## src/sv/ddkw_pkg.sv

```systemverilog
`timescale 1ns / 1ps
`default_nettype none
package ddkw_pkg;

	// internal fixed point: Q.30 ratios and kernel values
	localparam int FB          = 30;
	localparam int WEIGHT_BITS = 16;
	localparam int DIV_STEPS   = 32;
	localparam int SQRT_STEPS  = 31;
	// lane: offset, divider setup, divider, ratio, square, radicand, root, numerator, /3
	localparam int LANE_LAT    = 2 + DIV_STEPS + 3 + SQRT_STEPS + 2;
	localparam int MERGE_LAT   = 2;
	localparam int PIPE_LAT    = LANE_LAT + MERGE_LAT;

	localparam logic [31:0] ONE_Q30        = 32'h4000_0000;
	localparam logic [31:0] HALF_Q30       = 32'h2000_0000;
	localparam logic [31:0] THREE_HALF_Q30 = 32'h6000_0000;
	localparam logic [31:0] R_SAT          = 32'h8000_0000;
	localparam logic [32:0] FIVE_Q30       = 33'h1_4000_0000;
	// floor(x/3) = (x * RECIP3) >> 33 for any 32-bit x
	localparam logic [31:0] RECIP3         = 32'hAAAA_AAAB;

	typedef enum logic [0:0] {
		REG_AXIS_MASK   = 1'b0,
		REG_MIN_SPACING = 1'b1
	} cfg_idx_t;

	typedef struct packed {
		logic signed [31:0] point_x;
		logic signed [31:0] point_y;
		logic signed [31:0] point_z;
		logic signed [31:0] centre_x;
		logic signed [31:0] centre_y;
		logic signed [31:0] centre_z;
		logic        [31:0] spacing;
	} in_t;

	typedef struct packed {
		logic [WEIGHT_BITS-1:0] weight;
		logic                   out_of_support;
	} out_t;

	typedef struct packed {
		logic [30:0] phi;
		logic        outside;
	} lane_res_t;

endpackage
`default_nettype wire

```

## src/sv/ddkw_merge.sv

```systemverilog
`timescale 1ns / 1ps
`default_nettype none
// Axis product, truncated after each multiply; zero if out of support.
module ddkw_merge (
	input  wire logic                clk,
	input  wire logic                en,
	input  wire ddkw_pkg::lane_res_t lane_x,
	input  wire ddkw_pkg::lane_res_t lane_y,
	input  wire ddkw_pkg::lane_res_t lane_z,
	input  wire logic                spacing_bad,
	output ddkw_pkg::out_t           res
);

	logic [61:0] p1;
	logic [30:0] w_s1;
	logic [30:0] phi_z_s1;
	logic        zero_s1;
	logic [61:0] p2;
	logic [30:0] w_s2;
	logic        zero_s2;

	assign p1 = lane_x.phi * lane_y.phi;
	assign p2 = w_s1 * phi_z_s1;

	always_ff @(posedge clk) begin
		if (en) begin
			w_s1     <= p1[60:30];
			phi_z_s1 <= lane_z.phi;
			zero_s1  <= spacing_bad || lane_x.outside || lane_y.outside || lane_z.outside;
			w_s2     <= p2[60:30];
			zero_s2  <= zero_s1;
		end
	end

	assign res.weight         = zero_s2 ? '0 :
		w_s2[ddkw_pkg::FB-1 -: ddkw_pkg::WEIGHT_BITS];
	assign res.out_of_support = zero_s2;

endmodule
`default_nettype wire

```

## config.mk

```make
export PLATFORM = sky130hd
export DESIGN_NAME = ddkw_merge
export DESIGN_NICKNAME = d
export VERILOG_FILES = /design/src/sv/ddkw_pkg.sv /design/src/sv/ddkw_merge.sv
export SDC_FILE = /design/constraint.sdc
export NUM_CORES = 2
export LEC_CHECK = 0
export BUFFER_PORTS_ARGS = -buffer_cell sky130_fd_sc_hd__buf_2
export CAP_MARGIN = 10
export CORE_MARGIN = 2
export CORE_UTILIZATION = 33
export CTS_BUF_LIST = sky130_fd_sc_hd__clkbuf_16
export DETAILED_ROUTE_END_ITERATION = 10
export PLACE_DENSITY = 0.46
export RECOVER_POWER = 50
export SLEW_MARGIN = 40
export SYNTH_ARGS = -nofsm -noshare
export SYNTH_HDL_FRONTEND = slang
export SYNTH_SLANG_ARGS = --single-unit
```

## constraint.sdc

```tcl
create_clock -name clk -period 12.9 [get_ports clk]
set_clock_uncertainty 0.05 [all_clocks]
set_input_delay 3.87 -clock clk [delete_from_list [all_inputs] [get_ports clk]]
set_output_delay 3.87 -clock clk [all_outputs]
set_load 0.01 [all_outputs]
```

==> impl_metrics.ini <==
[outcome]
status = finished, violations left
violations = max-capacitance violations, max-slew violations

[sta]
hold_viol_final = 0
hold_ws_ns = 0.379
fin_crit_sh = 0.882
relSlewSlack = -0.990
tightest_slew_ns = 2.99
fmax_mhz = 87.9
rsz0062_at_grt = false
fin_crit_ns = 11.37
drv_slew = 83
setup_violations = 0
setup_tns_ns = 0

[global_route]
grt.overflow.total = 0
antenna_found_initial = 21
grtUsageTotal = 0.209
grt_pass1_vias = 47900
grt_max_degree = 47
grt_pass1_wl_um = 302000

[synth]
synth_top_flop_cell = edfxtp_1
syn_nets = 8845
synthCells = 6593
netlist_area_um2 = 62100
yosysUniqueCellTypes = 63
synth_edf_count = 80
async_reset_ff_frac = 0
ys_ff_latch = 80
synth_area_per_cell_um2 = 9.42
yosysWarnings = 0
synth-seq-area-share = 0.0387

[floorplanning]
row_count = 159
die_x_um = 438
start_util = 0.331
die_area_um2 = 192000
pin_count = 116
die_y_um = 438
coreArea_um2 = 187000

[final_layout]
drive_above_1_share = 0.0362
nets = 8684
mostFrequentLayoutCell = fa_1
final_cell_mix = 1670 x fa_1, 1542 x inv_1, 1009 x and2_1, 965 x nand2_1, 483 x ha_1
areaGrowthSynthToFinish_pct = 5.45
utilization = 0.350

[worst_setup_path]
crit_required_ns = 12.99
crit_type = primary input to register
crit_fanout = 31
critical_path_arrival_ns = 11.46
endpoint_kind = register
critPathLaunchType = primary input

[clocking]
post_cts_buffers = 0
cts_buffers = 9
htreeDepth = 3
cts_buffer_depth = 2
clk_latency_ns = 0.43
cts_tree = built
cts-resized-gates = 0
cts_hold_buf = 0
clk_pin_slew_ns = 0.08
root_buffer = clkbuf_16
cts.sinks = 80

[routing]
post_drt_via_cell_ratio = 4.79
drt-initial-drc-count = 2356
first_pass_iters = 7
drt-total-wl_um = 194000
vias = 42800
drc = 0
ant_nets = 0
wl_per_cell_um = 21.7

[place]
gp_congestion = 0.854
port_buffers = 115
dpl.hpwl_um = 145000

[worst_hold_path]
hp-class = register to register

[job]
maxCapViolations = 2
==> kinds of logic after synthesis <==
group | count (synthesis) | synth area share
fa+ha+maj | 2153 | 0.636
simple gates | 2109 | 0.171
buf+inv | 1923 | 0.116
compound gates | 268 | 0.0296
flops | 80 | 0.0387
xor+xnor | 59 | 0.00832
mux | 1 | 0.000181
==> stage by stage <==
stage / cells / setup WS (ns) / area, um^2
floorplan: 6593 / 2.34 / 62100
global placement: 8909 / 1.19 / 65000
detailed placement: 8916 / 1.11 / 65100
CTS: 8932 / 1.58 / 65500
global route: 8932 / 1.17 / 65500
finish: 8936 / 1.53 / 65500
==> area by class of cell <==
type                            instances  area [um^2]
Clock buffer                            9          225
Fill cell                           19400       122000
Clock inverter                          7          135
Multi-Input combinational cell       4590        52500
Tap cell                             2495         3120
Sequential cell                        80         2400
Antenna cell                            4         10.0
Timing Repair Buffer                  209         1330
Inverter                             1542         5790
==> per-layer routing <==
metal | global-route usage | vias up | part of all wire
li1 | - | 18600 | -
met1 | 0.300 | 22900 | 0.46
met2 | 0.345 | 1068 | 0.47
met3 | 0.0209 | 192 | 0.051
met4 | 0.0379 | 0 | 0.019
met5 | 0 | - | 0
==> path summary, 6_finish.rpt <==
check	startpoint	to	slack [ns]	depth (start not counted)
max	lane_y[9]	w_s1[27]$_DFFE_PP_	1.53	22
min reg2reg	zero_s1$_DFFE_PP_	zero_s2$_DFFE_PP_	0.38	0
min	zero_s1$_DFFE_PP_	zero_s2$_DFFE_PP_	0.38	0
max reg2reg	phi_z_s1[7]$_DFFE_PP_	w_s2[28]$_DFFE_PP_	4.71	23
==> sequential cells by signal, summed over array words and instances, names as in the netlist <==
register / count
w_s2: 16
phi_z_s1: 31
w_s1: 31
zero_s1: 1
zero_s2: 1
==> worst max-delay path, cell delays in order <==
cell and delay, ns:
buf_2 0.60, and2_1 0.25, fa_1 0.45, fa_1 0.55
inv_1 0.08, fa_1 0.50, fa_1 0.51, inv_1 0.06
fa_1 0.56, fa_1 0.43, fa_1 0.52, fa_1 0.42
ha_1 0.35, a21oi_1 0.28, o211ai_1 0.18, o31ai_1 0.38
a21oi_1 0.17, a211oi_4 0.48, o311ai_4 0.21, a31oi_4 0.30
o21ai_1 0.12, xor2_1 0.16
==> synth_stat cells (all sizes together), types with 7 or more instances <==
cell | number | area [um^2]
xnor2 | 38 | 333
edfxtp | 80 | 2400
a21oi | 89 | 453
nand3 | 25 | 125
and3 | 11 | 68.8
o21ai | 35 | 175
a31oi | 9 | 71.3
o31ai | 7 | 52.6
nor2b | 22 | 138
inv | 1542 | 5790
a211oi | 10 | 87.6
nand2 | 965 | 3620
xor2 | 21 | 184
nor3 | 13 | 65.1
a21o | 59 | 443
o21a | 8 | 60.1
o21bai | 8 | 60.1
nand4 | 16 | 100
fa | 1670 | 33400
and2 | 1009 | 6310
o211ai | 9 | 72.6
clkbuf | 379 | 1420
ha | 483 | 6040
nor2 | 36 | 135
Power is not shown: default switching activity piles up to over one toggle a cycle in this logic, so the estimate is an artifact.
